File: src/rtl/b64e_pkg.sv
package b64e_pkg;

  // Depth of the group queue between the byte front and the character back
  localparam int QUEUE_DEPTH = 2;

  // Padding character '='
  localparam logic [6:0] PAD_CHAR = 7'h3D;

  // Character slot of the last character in a group
  localparam logic [1:0] LAST_SLOT = 2'd3;

  // One 24-bit group handed from front to back
  typedef struct packed {
    logic [23:0] bits;    // octets, first one in the top bits, zero padded
    logic [1:0]  nbytes;  // real octets in the group, 1..3
    logic        fin;     // group closes the message
  } group_t;

  // Standard alphabet lookup for one 6-bit value
  function automatic logic [6:0] sextet_to_char(input logic [5:0] v);
    logic [6:0] w;
    logic [6:0] c;
    w = {1'b0, v};
    if (v < 6'd26) begin
      c = w + 7'd65;           // 'A'..'Z'
    end else if (v < 6'd52) begin
      c = w + 7'd71;           // 'a'..'z'
    end else if (v < 6'd62) begin
      c = w - 7'd4;            // '0'..'9'
    end else if (v == 6'd62) begin
      c = 7'h2B;               // '+'
    end else begin
      c = 7'h2F;               // '/'
    end
    return c;
  endfunction

endpackage

File: src/rtl/b64e_front.sv
module b64e_front
  import b64e_pkg::*;
(
  input  logic       clk,
  input  logic       rst,
  input  logic       in_valid,
  output logic       in_ready,
  input  logic [7:0] data_byte,
  input  logic       final_byte,
  input  logic       q_full,
  output logic       push,
  output group_t     push_group
);

  logic [7:0] pend0;
  logic [7:0] pend1;
  logic [1:0] pend_cnt;
  logic       accept;
  logic       emit;

  assign in_ready = !q_full;
  assign accept   = in_valid && in_ready;
  // a byte closes a group when two are pending or it ends the message
  assign emit     = (pend_cnt == 2'd2) || final_byte;
  assign push     = accept && emit;

  // gather the group, zero padded
  always_comb begin
    push_group.fin    = final_byte;
    push_group.nbytes = pend_cnt + 2'd1;
    case (pend_cnt)
      2'd0:    push_group.bits = {data_byte, 16'h0000};
      2'd1:    push_group.bits = {pend0, data_byte, 8'h00};
      default: push_group.bits = {pend0, pend1, data_byte};
    endcase
  end

  // pending byte store
  always_ff @(posedge clk) begin
    if (rst) begin
      pend_cnt <= 2'd0;
    end else if (accept) begin
      if (emit) begin
        pend_cnt <= 2'd0;
      end else begin
        pend_cnt <= pend_cnt + 2'd1;
      end
    end
  end

  always_ff @(posedge clk) begin
    if (accept && !emit) begin
      if (pend_cnt == 2'd0) begin
        pend0 <= data_byte;
      end else begin
        pend1 <= data_byte;
      end
    end
  end

endmodule

File: src/rtl/b64e_queue.sv
module b64e_queue
  import b64e_pkg::*;
#(
  parameter int DEPTH = QUEUE_DEPTH
) (
  input  logic   clk,
  input  logic   rst,
  input  logic   push,
  input  group_t push_group,
  input  logic   pop,
  output group_t head,
  output logic   full,
  output logic   empty
);

  localparam int PTR_W = (DEPTH > 1) ? $clog2(DEPTH) : 1;
  localparam int CNT_W = $clog2(DEPTH + 1);

  group_t             slots [DEPTH];
  logic [PTR_W-1:0]   wr_ptr;
  logic [PTR_W-1:0]   rd_ptr;
  logic [CNT_W-1:0]   count;

  assign full  = (count == CNT_W'(DEPTH));
  assign empty = (count == '0);
  assign head  = slots[rd_ptr];

  // pointers and fill count
  always_ff @(posedge clk) begin
    if (rst) begin
      wr_ptr <= '0;
      rd_ptr <= '0;
      count  <= '0;
    end else begin
      if (push) begin
        wr_ptr <= (wr_ptr == PTR_W'(DEPTH - 1)) ? '0 : wr_ptr + 1'b1;
      end
      if (pop) begin
        rd_ptr <= (rd_ptr == PTR_W'(DEPTH - 1)) ? '0 : rd_ptr + 1'b1;
      end
      if (push && !pop) begin
        count <= count + 1'b1;
      end else if (pop && !push) begin
        count <= count - 1'b1;
      end
    end
  end

  always_ff @(posedge clk) begin
    if (push) begin
      slots[wr_ptr] <= push_group;
    end
  end

  a_no_overflow: assert property (@(posedge clk) disable iff (rst) push |-> !full)
    else $error("group queue overflow");
  a_no_underflow: assert property (@(posedge clk) disable iff (rst) pop |-> !empty)
    else $error("group queue underflow");
  a_count_range: assert property (@(posedge clk) disable iff (rst)
    count <= CNT_W'(DEPTH))
    else $error("group queue count out of range");

endmodule

File: src/rtl/b64e_back.sv
module b64e_back
  import b64e_pkg::*;
(
  input  logic       clk,
  input  logic       rst,
  input  group_t     head,
  input  logic       q_empty,
  output logic       pop,
  output logic       out_valid,
  input  logic       out_ready,
  output logic [6:0] text_char,
  output logic       run_end,
  output logic       message_end
);

  logic [1:0] slot;
  logic       load;
  logic [5:0] sextet;
  logic [6:0] char_next;
  logic       last;

  // output register takes a new character when empty or drained
  assign load = !q_empty && (!out_valid || out_ready);
  assign last = (slot == LAST_SLOT);
  assign pop  = load && last;

  // pick the sextet for this slot
  always_comb begin
    case (slot)
      2'd0:    sextet = head.bits[23:18];
      2'd1:    sextet = head.bits[17:12];
      2'd2:    sextet = head.bits[11:6];
      default: sextet = head.bits[5:0];
    endcase
    // slots past the real octets become padding
    if (slot > head.nbytes) begin
      char_next = PAD_CHAR;
    end else begin
      char_next = sextet_to_char(sextet);
    end
  end

  // slot counter and output valid
  always_ff @(posedge clk) begin
    if (rst) begin
      slot      <= 2'd0;
      out_valid <= 1'b0;
    end else begin
      if (load) begin
        slot      <= slot + 2'd1;
        out_valid <= 1'b1;
      end else if (out_ready) begin
        out_valid <= 1'b0;
      end
    end
  end

  always_ff @(posedge clk) begin
    if (load) begin
      text_char   <= char_next;
      run_end     <= last;
      message_end <= last && head.fin;
    end
  end

endmodule

File: src/rtl/base64_stream_encoder.sv
// Streaming Base64 encoder, standard alphabet with '=' padding.
// Input channel s_*: one message byte per word in s_tdata, s_tlast marks
// the final byte of a message. Output channel m_*: one ASCII character per
// word in m_tdata[6:0]; m_tlast marks the last character of each group of
// four, m_tuser marks the last character of the whole message.
// A byte that neither completes three nor ends the message is held in the
// front and gives no output. A completed or closing group goes into a
// two-entry group queue; the back turns the queue head into four characters,
// one per cycle while m_tready is high, padding short final groups with '='.
// The group taken with the closing byte is written into the queue; once it
// is the queue head and the output register is free, its first character
// is loaded into the output register, and m_tvalid rises.
// Throughput: four characters per group at one character per cycle while
// m_tready is high; the output register sets the limit. The front keeps
// taking bytes until the queue is full.
// Reset clears the pending count, the queue, the slot and the output valid.
// When the receiver stalls, the current character holds, the queue fills
// and then s_tready drops.
module base64_stream_encoder
  import b64e_pkg::*;
#(
  parameter int QDEPTH = QUEUE_DEPTH
) (
  input  logic       clk,
  input  logic       rst,
  input  logic       s_tvalid,
  output logic       s_tready,
  input  logic [7:0] s_tdata,   // [7:0] data_byte
  input  logic       s_tlast,   // final_byte
  output logic       m_tvalid,
  input  logic       m_tready,
  output logic [7:0] m_tdata,   // [6:0] text_char, [7] zero
  output logic       m_tlast,   // run_end
  output logic       m_tuser    // message_end
);

  group_t     push_group;
  group_t     head;
  logic       push;
  logic       pop;
  logic       q_full;
  logic       q_empty;
  logic [6:0] text_char;

  b64e_front u_front (
    .clk        (clk),
    .rst        (rst),
    .in_valid   (s_tvalid),
    .in_ready   (s_tready),
    .data_byte  (s_tdata),
    .final_byte (s_tlast),
    .q_full     (q_full),
    .push       (push),
    .push_group (push_group)
  );

  b64e_queue #(
    .DEPTH (QDEPTH)
  ) u_queue (
    .clk        (clk),
    .rst        (rst),
    .push       (push),
    .push_group (push_group),
    .pop        (pop),
    .head       (head),
    .full       (q_full),
    .empty      (q_empty)
  );

  b64e_back u_back (
    .clk         (clk),
    .rst         (rst),
    .head        (head),
    .q_empty     (q_empty),
    .pop         (pop),
    .out_valid   (m_tvalid),
    .out_ready   (m_tready),
    .text_char   (text_char),
    .run_end     (m_tlast),
    .message_end (m_tuser)
  );

  assign m_tdata = {1'b0, text_char};

endmodule
File: config.mk
export PLATFORM = sky130hd
export DESIGN_NAME = base64_stream_encoder
export DESIGN_NICKNAME = d
export VERILOG_FILES = /design/src/rtl/b64e_pkg.sv /design/src/rtl/b64e_front.sv /design/src/rtl/b64e_queue.sv /design/src/rtl/b64e_back.sv /design/src/rtl/base64_stream_encoder.sv
export SDC_FILE = /design/constraint.sdc
export NUM_CORES = 1
export LEC_CHECK = 0
export ABC_AREA = 1
export BUFFER_PORTS_ARGS = -buffer_cell sky130_fd_sc_hd__buf_4
export CORE_MARGIN = 2
export CORE_UTILIZATION = 45
export DETAILED_ROUTE_END_ITERATION = 6
export PLACE_DENSITY = 0.66
export SLEW_MARGIN = 30
export SYNTH_ARGS = -nofsm -noshare
export SYNTH_HDL_FRONTEND = slang
export SYNTH_SLANG_ARGS = --single-unit
File: constraint.sdc
create_clock -name clk -period 2.8 [get_ports clk]
set_input_delay 0.14 -clock clk [delete_from_list [all_inputs] [get_ports clk]]
set_output_delay 0.14 -clock clk [all_outputs]
set_load 0.01 [all_outputs]
After elaboration in Yosys (flattened, before gate mapping)
Memory sizes are Yosys's and may differ from the RTL's. A register that Yosys moved wholly into a read port is not among the register bits.
Cells that the tools add are included.
{ "word_totals": {"ff_bits": 34, "ram_bits": 54, "inputBits": 13, "mem_count": 1} }
{ "mem_list": {"columns": ["name", "words", "width", "rd", "rd_ports_with_merged_regs", "wr", "line_no", "source"], "rows": [
  ["u_queue.slots", 2, 27, 1, 1, 1, "b64e_queue.sv:19", "group_t slots [DEPTH];"]
]} }
{ "classes": {"reduce_logical": 23, "addsub": 9, "magnitude_cmp": 4, "n_eq_ne": 7, "muxes": 17, "n_bitwise": 1} }
{ "ops": {"columns": ["operator", "n"], "rows": [
  ["$pmux 24 s2", 1],
  ["$mux 7", 3],
  ["$pmux 6 s3", 1],
  ["$add 6x7->7 const B", 2],
  ["$lt 6x6->1 const B", 2],
  ["$eq 2x2->1 const B", 4],
  ["$logic_and 1x1->1", 8],
  ["$mux 1", 8],
  ["$sub 6x3->7 const B", 1],
  ["$add 2x1->2 const B", 3],
  ["$eq 6x6->1 const B", 1],
  ["$logic_not 1->1", 6],
  ["$logic_not 2->1", 3],
  ["$lt 6x5->1 const B", 1],
  ["$mux 2", 3],
  ["$eq 2x1->1 const B", 2],
  ["$reduce_and 2->1", 2],
  ["$reduce_bool 2->1", 2],
  ["$mux 3", 1],
  ["$add 1x1->1 const B", 2],
  ["$gt 2x2->1", 1],
  ["$logic_or 1x1->1", 2],
  ["$sub 2x1->2 const B", 1],
  ["$not 1->1", 1]
]} }

Depth between registers and ports, before layout
Gate-level depths: netlist of the first run.
{ "logic_depth": {"ltp_word": 8, "depth_mapped": 17, "mapped_depth_nobuf": 17} }

Hierarchy
A second synthesis of the first run with hierarchy kept.
{ "unflattened": {"hier_cells": 394, "area_unflattened_um2": 4418.0} }
{ "modules_own_cells": {"columns": ["mod", "area_per_inst_um2", "n_inst", "cells_per_inst", "seq_area_each_um2"], "rows": [
  ["b64e_queue", 2278.4, 1, 117, 1721.7],
  ["b64e_back", 1149.9, 1, 171, 330.3],
  ["b64e_front", 978.4, 1, 104, 520.5],
  ["base64_stream_encoder", 11.3, 1, 2, 0.0]
]} }

Worst setup path before layout of the first run
Ideal clock, no wire load.
{ "synth_timing": {"kind": "register to register", "from": "register u_front.pend_cnt[0]", "to": "memory u_queue.slots[1][0] in the netlist's numbering (enable)", "slack_ps": 361, "path_stages_with_launch": 7, "n_path_buf": 0, "arrival_ps": 2026, "cell_sequence": "dfxtp_1 inv_1 ha_1 nor2_1 nor2_1 inv_1 nor2_1"} }
{ "synth_via": {"elab_chain_cells": 5} }
{ "synth_rtl": {"columns": ["element", "line_no", "source"], "rows": [
  ["start, declared", "b64e_front.sv:17", "logic [1:0] pend_cnt;"],
  ["start signal, assigned", "b64e_front.sv:46", "pend_cnt <= pend_cnt + 2'd1;"],
  ["$eq 2x2->1", "b64e_front.sv:24", "assign emit = (pend_cnt == 2'd2) || final_byte;"],
  ["$logic_or 1x1->1", "b64e_front.sv:24", null],
  ["$logic_and 1x1->1", "b64e_front.sv:25", "assign push = accept && emit;"],
  ["named net push", "base64_stream_encoder.sv:39", "logic push;"],
  ["$mux 1", "b64e_queue.sv:50", "if (push) begin"],
  ["$mux 1 (implied by the code)", "b64e_queue.sv:51", "slots[wr_ptr] <= push_group;"],
  ["end, declared", "b64e_queue.sv:19", null]
]} }
The timed path passes the listed nets, and every way through them passes these cells.

Worst setup path after layout of the first run
{ "layout_timing": {"from": "register u_back.slot[0]", "to": "register u_back.text_char[4], data pin"} }
{ "layout_via": {"elab_chain_cells": 6, "elab_cells_between_ends": 14, "cone_classes": "add/sub (3); order compare (4); eq/ne (2); mux (4); reduce/logical (1)"} }
{ "layout_rtl": {"columns": ["element", "line_no", "source"], "rows": [
  ["start, declared", "b64e_back.sv:16", "logic [1:0] slot;"],
  ["start signal, assigned", "b64e_back.sv:50", "slot <= slot + 2'd1;"],
  ["$eq 2x2->1 (tied with other cells)", "b64e_back.sv:29", "case (slot)"],
  ["$pmux 6 s3", "b64e_back.sv:29", null],
  ["$sub 6x3->7 or $lt 6x6->1 (tied branches)", "b64e_pkg.sv:29, b64e_pkg.sv:28", null],
  ["$mux 7", "b64e_pkg.sv:28", "end else if (v < 6'd62) begin"],
  ["$mux 7", "b64e_pkg.sv:26", "end else if (v < 6'd52) begin"],
  ["$mux 7", "b64e_pkg.sv:24", "if (v < 6'd26) begin"],
  ["end signal, assigned", "b64e_back.sv:60", "text_char <= char_next;"],
  ["end, declared", "b64e_back.sv:11", "output logic [6:0] text_char,"]
]} }
Several ways; a longest one is shown, not always the timed one.
A chain may end at the register's enable or synchronous reset.

==> results of run 1 <==
stage by stage:
step | area [um^2] | utilization (%)
2_1_floorplan | 4220 | -
3_3_place_gp | 4500 | 49.1
3_5_place_dp | 4500 | 49.1
4_1_cts | 4790 | 52.3
5_1_grt | 4790 | 52.3
6_report | 4790 | 52.3
sequential cells by signal, summed over array words and instances (netlist names), 2 cells and up, named ones only:
register / flops
u_back.text_char: 7
u_queue.slots: 54
u_back.slot: 2
u_front.pend1: 8
u_queue.count: 2
u_front.pend0: 8
u_front.pend_cnt: 2
layer usage:
layer | vias up | global-route usage (%) | part of all wire, %
li1 | 1446 | - | -
met1 | 1311 | 21.5 | 43
met2 | 90 | 29.6 | 49
met3 | 19 | 3.33 | 5.3
met4 | 0 | 7.38 | 2.3
met5 | - | 0 | 0
synthesized netlist by cell type (4+ instances only):
cell type  instances
edfxtp_1          79
dfxtp_1           10
inv_1             40
o21ai_0           36
nand3_1           26
nand3_2            5
nand2_2            6
nor2_1            26
a21oi_1           17
nand2_1          102
nand2_4            8
ha_1              13
buf_6              4
o211ai_1           4
power breakdown:
part           leakage (nW)  switching (mW)  internal [mW]  total, mW
Combinational          1.02           0.503          0.272      0.774
Clock                0.0929           0.448          0.416      0.864
Sequential            0.815          0.0322           1.57       1.60
Total                  1.93           0.983           2.26       3.24
worst max-delay path: cells and delay by family, from the launching register on:
kind                       cells  cell delay, ns
DFF                            1            0.41
AOI/OAI and AO/OA              1            0.22
buffers and inverters          1            0.13
and+or+nand+nor               11            0.85
adders and majority gates      2            0.55
worst max-delay path by stage:
stage | from | to | slack [ns] | depth (start not counted)
finish | u_back.slot[0] | u_back.text_char[4] | 0.39 | 15
global route | u_back.slot[1] | u_back.text_char[4] | 0.18 | 15
CTS | u_back.slot[0] | u_back.text_char[4] | 0.45 | 15
detailed placement | u_back.slot[1] | u_back.text_char[4] | 0.50 | 15
global placement | u_back.slot[0] | u_back.text_char[4] | 0.62 | 16
floorplan | u_front.pend_cnt[0] | u_queue.slots[1][0] | 0.36 | 6
logic make-up after synthesis:
kind of cell    after synthesis  synth area share (%)
fa+ha+maj                    13                  3.85
flops                        89                  61.0
mux                           1                 0.237
compound gates               64                  8.21
other cells                   1                0.0889
simple gates                182                  20.4
xor+xnor                      2                 0.415
buf+inv                      55                  5.87
area by class of cell:
class	count	area, um^2	area share (%)
multi-input cells	263	1410	29.3
inverters	43	161	3.37
flip-flops and latches	89	2570	53.7
well taps	111	139	2.90
repair buffers	39	318	6.63
clock inverters	6	67.6	1.41
clock buffers	10	128	2.66
==> impl_metrics.ini, run 1 <==
[status]
outcome = complete, no violations

[route]
drcViolationCount = 0
final_antenna_net_count = 0
wire_per_inst_um = 14.6
via_per_inst = 5.11
totalWireLength_um = 8190
via_count = 2866
drt_iter0_drc = 165
drt-pass1-iter-count = 4

[timing]
worst_slack_ns = 0.390
setup_viol = 0
finalMaxSlewViolations = 0
relSlewSlack_pct = 53.7
max_freq_ghz = 0.415
grt_setup_unrepaired = no
period_share_pct = 86.1
skew_ns = 0.0124
finalHoldViolations = 0
final.setup.tns_ns = 0
fin_hold_ws_ns = 0.0739
tightestPinTransition_ns = 0.692
post-route-min-period_ns = 2.41

[die]
io_pins = 25
fp.dieW_um = 101
rows = 35
die_y_um = 101
initial_utilization_pct = 46.1
coreArea_um2 = 9150
dieArea_um2 = 10200

[synth]
synthCells = 407
yosysTopAreaCellShare_pct = 56.2
async_flop_share_pct = 0
ys_warn_count = 0
syn_nets = 433
yosysTopAreaCell = edfxtp_1
synth_area_um2 = 4220
synth_cell_types = 30
syn_area_per_cell_um2 = 10.4
synth-edff-count = 79
yosys_most_used_dff = edfxtp_1
synthTopCellsByArea = edfxtp_1 (56%), nand2_1 (9.1%), dfxtp_1 (4.7%)
synth_seq_cells = 89
seq_area_frac_synth_pct = 61.0

[final_layout]
final_cell_mix = nand2_1 (102), edfxtp_1 (79), inv_1 (40), o21ai_0 (36), buf_4 (29)
syn_to_final_growth_pct = 13.5
fin_nets = 471
final_common_cell = nand2_1
antennaDiodeCount = 0
drive_gt1_share_pct = 17.1
num-fill-cells = 790
fin_cells = 561

[worst_setup_path]
crit_arrival_ns = 2.53
cp_slowest_cell = dfxtp_1
timing.rr.end = u_back.text_char[4]
cp_slowest_stage_delay_ns = 0.41
cp_common_cell = nand2_1
r2r_slack_ns = 0.39
worstReg2RegStart = u_back.slot[0]
path_cells = inv_1, ha_1, a21oi_1, nand3_1, nand2_1, nand2_1, nand2_1, ha_1, nand3_1, nand2_1, nand2_1, nand3_1, nand2_1, nand2_1, nand2_1
cp_data_required_time_ns = 2.92
startpoint_type = flip-flop
worstSetupEndpointType = flip-flop
path_class = reg -> reg
cp_max_fo = 10
ff2ff_path_depth = 15

[power]
power.leakage_nw = 1.93
irDropWorstVdd_mv = 0.328
power_mw = 3.24
power_density_nw_per_um2 = 677

[clock_network]
cts_buffers = 9
cts_buffer_depth = 2
clk_latency_ns = 0.35
cts_tree = yes
cts_setup_buffers = 0
postCtsHoldBufs = 10
clock_sinks = 89
clkSlewWorstSetupHoldPaths_ns = 0.09
cts_resized = 0
cts_max_level = 3
cts-root-buf = clkbuf_8

[placed_design]
hpwl_um = 6080
dp.cells = 535
io_buffers = 23
routabilityCongestion = 0.914
preCtsSetupSlack_ns = 0.502

[hold_path]
min_path_cells = 4
hold_start = m_tready
holdPathEnd = u_back.out_valid
worstHoldPathType = in -> reg

[job]
max_cap_violations = 0

[global_routing]
grt_usage_pct = 17.3
antenna_found_initial = 0
grt_pass1_vias = 2784
grt_overflow_total = 0
grt_start_max_net_pins = 27
grt_pass1_wl_um = 13400
Note: power is estimated with default switching activity, not from simulation.
==> run 2, diff against run 1 <==
- CTS_BUF_LIST: unset -> sky130_fd_sc_hd__clkbuf_8 sky130_fd_sc_hd__clkbuf_16
==> impl_metrics.ini, run 2 (synthesis gave the netlist of run 1 again) <==
[clock_network]
cts_buffer_depth = 2
cts-root-buf = clkbuf_8
cts_buffers = 9
cts_resized = 0
clk_latency_ns = 0.35
cts_tree = yes
cts_max_level = 3
clock_sinks = 89
clkSlewWorstSetupHoldPaths_ns = 0.09

[placed_design]
hpwl_um = 6080
dp.cells = 535
routabilityCongestion = 0.914
io_buffers = 23
placed_cell_area_um2 = 4500

[route]
via_count = 2853
totalWireLength_um = 8220
drt-pass1-iter-count = 4
drt-met1-wl_um = 3640
drcViolationCount = 0
wire_per_inst_um = 14.6
dr.max_layer_used = met4
wl_met3_um = 339
via_per_inst = 5.09
drt_iter0_drc = 169
wl_met2_um = 4030
final_antenna_net_count = 0

[power]
power_mw = 3.24
power_density_nw_per_um2 = 675
irDropWorstVdd_mv = 0.328
power.leakage_nw = 1.93

[final_layout]
fin_cells = 561
final_core_util_pct = 52.3
regMostFlops = u_queue.slots
num-fill-cells = 790
syn_to_final_growth_pct = 13.5
antennaDiodeCount = 0
final_common_cell = nand2_1
fin_nets = 471
drive_gt1_share_pct = 17.1
stdcell_area_um2 = 4790
top_regs = u_queue.slots x54, u_front.pend0 x8, u_front.pend1 x8
final_cell_mix = nand2_1 (102), edfxtp_1 (79), inv_1 (41), o21ai_0 (36), buf_4 (29)
largest_register_ffs = 54

[die]
coreArea_um2 = 9150
initial_utilization_pct = 46.1
rows = 35
fp.dieW_um = 101
io_pins = 25
die_y_um = 101
dieArea_um2 = 10200

[timing]
relSlewSlack_pct = 53.8
setup_viol = 0
period_share_pct = 86.2
max_freq_ghz = 0.414
post-route-min-period_ns = 2.41
grt_setup_unrepaired = no
finalMaxSlewViolations = 0
skew_ns = 0.0120
finalHoldViolations = 0
final.setup.tns_ns = 0
tightestPinTransition_ns = 0.690

[global_routing]
antenna_found_initial = 0
grt_usage_pct = 17.3
grt_start_max_net_pins = 27
grt_overflow_total = 0
grt_pass1_vias = 2784
grt_pass1_wl_um = 13400

[hold_path]
worstHoldPathType = in -> reg
hold_start = m_tready

[worst_setup_path]
worstReg2RegStart = u_back.slot[0]
path_class = reg -> reg
cp_data_required_time_ns = 2.92
cp_max_fo = 10
worstSetupEndpointType = flip-flop
crit_arrival_ns = 2.53
startpoint_type = flip-flop
cp-startpoint = u_back.slot[0]

[status]
outcome = complete, no violations

[job]
max_cap_violations = 0
[run 2: changes by cell type in the layout (fill, tap and decap cells not counted)]
| cell | change |
|---|---|
| clkbuf_1 | -1 |
| inv_1 | +1 |
[run 2: per-stage QoR]
| stage | setup WS [ns] | hold slack, ns |
|---|---|---|
| 2_1_floorplan | 0.361 | 0.209 |
| 3_3_place_gp | 0.620 | 0.337 |
| 3_5_place_dp | 0.502 | 0.337 |
| 4_1_cts | 0.449 | 0.0653 |
| 5_1_grt | 0.175 | 0.0937 |
| 6_report | 0.386 | 0.0789 |
[run 2: layout make-up]
class                      instances  area [um^2]  share of cell area [%]
multi-input combinational        263         1410                    29.3
tap                              111          139                    2.90
clock inverter                     7         71.3                    1.49
inverter                          43          161                    3.37
timing repair buffer              39          318                    6.63
clock buffer                       9          124                    2.59
sequential                        89         2570                    53.7
[run 2: what timing repair did]
action / 4_1_cts / 5_1_grt
hold buffers: 10 / 0
buffers inserted: 0 / 0
hold endpoints to repair: 22 / 0
[run 2: worst max-delay path, stage by stage (launching register included)]
cell     delay (ns)
dfxtp_1        0.42
inv_1          0.13
ha_1           0.35
a21oi_1        0.22
nand3_1        0.14
nand2_1        0.09
nand2_1        0.04
nand2_1        0.15
ha_1           0.20
nand3_1        0.10
nand2_1        0.07
nand2_1        0.05
nand3_1        0.06
nand2_1        0.05
nand2_1        0.05
nand2_1        0.05
[run 2: routing by layer]
metal  track usage, %  up-vias
li1                 -     1447
met1             21.5     1315
met2             29.6       74
met3             3.33       17
met4             7.38        0
met5                0        -
[run 2: power breakdown]
part           internal [mW]  switching (mW)  total [mW]  leakage (nW)
Clock                  0.412           0.445       0.857        0.0970
Combinational          0.272           0.503       0.775          1.02
Sequential              1.57          0.0323        1.60         0.815
[run 2: final timing paths]
check	endpoint	depth (start not counted)	slack, ns
worst max-delay path	u_back.text_char[4]	15	0.39
worst max register to register	u_back.text_char[4]	15	0.39
worst min-delay path	u_back.out_valid	4	0.08
worst min register to register	u_front.pend_cnt[1]	2	0.50
==> run 3, diff against run 2 <==
- CORE_MARGIN: 2 -> 1.5
- SYNTH_HIERARCHICAL: unset -> 1
==> impl_metrics.ini, run 3 <==
[worst_setup_path]
crit_arrival_ns = 2.58
worstSetupEndpointType = flip-flop
cp_data_required_time_ns = 2.92
path_class = reg -> reg
startpoint_type = flip-flop
cp_max_fo = 21

[timing]
skew_ns = 0.0138
finalHoldViolations = 0
tightestPinTransition_ns = 0.694
relSlewSlack_pct = 53.5
max_freq_ghz = 0.407
post-route-min-period_ns = 2.46
worst_slack_ns = 0.341
final.setup.tns_ns = 0
finalMaxSlewViolations = 0
period_share_pct = 87.8
grt_setup_unrepaired = no
setup_viol = 0

[synth]
synth_cell_types = 37
yosysTopAreaCellShare_pct = 53.7
synth_commonest_cells = nand2_1 (88), edfxtp_1 (79), inv_1 (42)
synthTopCellsByArea = edfxtp_1 (54%), nand2_1 (7.5%), mux2_4 (6.8%)
syn_nets = 421
ys_warn_count = 6
syn_area_per_cell_um2 = 11.2
yosysMostFrequentCell = nand2_1
synthCells = 394
yosys_most_used_dff = edfxtp_1
async_flop_share_pct = 0
synth_area_um2 = 4420
yosysTopAreaCell = edfxtp_1
seq_area_frac_synth_pct = 58.2
synth_seq_cells = 89
synth-edff-count = 79

[route]
via_per_inst = 4.80
final_antenna_net_count = 0
totalWireLength_um = 7750
wire_per_inst_um = 13.7
drcViolationCount = 0
drt_iter0_drc = 134
drt-pass1-iter-count = 6
via_count = 2719

[final_layout]
stdcell_area_um2 = 4970
final_cell_mix = nand2_1 (88), edfxtp_1 (79), inv_1 (43), nor2_1 (30), buf_4 (27)
largest_register_ffs = 54
top_regs = u_queue/slots x54, u_front/pend0 x8, u_front/pend1 x8
multi_input_area_um2 = 1550
fin_nets = 459
antennaDiodeCount = 0
final_common_cell = nand2_1
syn_to_final_growth_pct = 12.6
ff_latch_area_um2 = 2570
num-fill-cells = 829
final_core_util_pct = 53.1
regMostFlops = u_queue/slots
drive_gt1_share_pct = 22.4

[global_routing]
grt_usage_pct = 16.5
grt_pass1_wl_um = 12900
grt_overflow_total = 0
grt_start_max_net_pins = 29
grt_pass1_vias = 2717
antenna_found_initial = 0

[placed_design]
io_buffers = 23
routabilityCongestion = 0.861
hpwl_um = 5610
preCtsSetupSlack_ns = 0.340
placed_cell_area_um2 = 4690

[die]
rows = 35
coreArea_um2 = 9370
io_pins = 25
initial_utilization_pct = 47.1
dieArea_um2 = 10400
die_y_um = 102
fp.dieW_um = 102

[clock_network]
cts-root-buf = clkbuf_8
clkSlewWorstSetupHoldPaths_ns = 0.09
clk_latency_ns = 0.36
cts_resized = 0
cts_setup_buffers = 0
cts_buffers = 9
clock_sinks = 89
cts_tree = yes
cts_buffer_depth = 2
cts_max_level = 3

[job]
max_cap_violations = 0

[status]
outcome = complete, no violations

[power]
irDropWorstVdd_mv = 0.447
power_density_nw_per_um2 = 648
power.leakage_nw = 2.00

[hold_path]
worstHoldPathType = in -> reg
[run 3: cells by family (layout without fill, tap and decap cells)]
family	Yosys count	in the layout	synth area share, %
AO/OA/AOI/OAI	45	45	6.09
XOR/XNOR	3	3	0.595
adder cells (fa/ha/maj)	14	14	3.96
buffers and inverters	59	102	6.83
flip-flops	89	89	58.2
multiplexers	27	27	8.58
other	1	1	0.0849
AND/OR/NAND/NOR	156	156	15.6
[run 3: repair_timing]
item,4_1_cts,5_1_grt
endpoints found under the setup margin,0,0
hold endpoints to repair,18,0
hold buffers,9,0
[run 3: cell type report]
class                      instances  share of cell area, %
clock buffer                       9                   2.49
clock inverter                     7                   1.43
inverter                          49                   3.75
multi-input combinational        246                   31.1
sequential                        89                   51.7
tap                              129                   3.24
timing repair buffer              37                   6.29
[run 3: critical path: stages, from the launching register on]
cell and delay [ns]:
dfxtp_1 0.39, buf_12 0.21, mux2_2 0.36, nand2_1 0.06
nand2_1 0.08, o21ai_4 0.26, inv_4 0.08, ha_1 0.27
nand3_1 0.16, nand2_1 0.07, inv_1 0.05, nor2_1 0.03
nand2_1 0.05, nand2_1 0.04, nand2_1 0.06, nand2_1 0.05
[run 3: layer usage]
| layer | global-route usage, % | vias to the layer above | wire length (um) |
|---|---|---|---|
| li1 | - | 1399 | - |
| met1 | 21.1 | 1265 | 3650 |
| met2 | 27.5 | 43 | 3770 |
| met5 | 0 | - | 0 |
| met4 | 8.43 | 0 | 160 |
| met3 | 2.33 | 12 | 169 |
[run 3: power breakdown]
| part | switching [mW] | internal, mW |
|---|---|---|
| registers | 0.0282 | 1.57 |
| clock network | 0.454 | 0.412 |
| logic | 0.473 | 0.289 |
[run 3: worst paths after layout]
path / from / to / slack (ns) / depth (start not counted)
max: flip-flop / u_back/text_char[2] / 0.34 / 15
min: rst / u_back/out_valid / 0.03 / 2
max reg2reg: flip-flop / u_back/text_char[2] / 0.34 / 15
min reg2reg: u_back/out_valid / u_back/out_valid / 0.48 / 2
[run 3: stage by stage]
step	hold WS, ns	power [mW]	instances
floorplan	0.209	2.18	394
global placement	0.347	2.37	541
detailed placement	0.347	2.39	541
CTS	0.00715	3.25	566
global route	0.0250	3.41	566
finish	0.0266	3.22	566
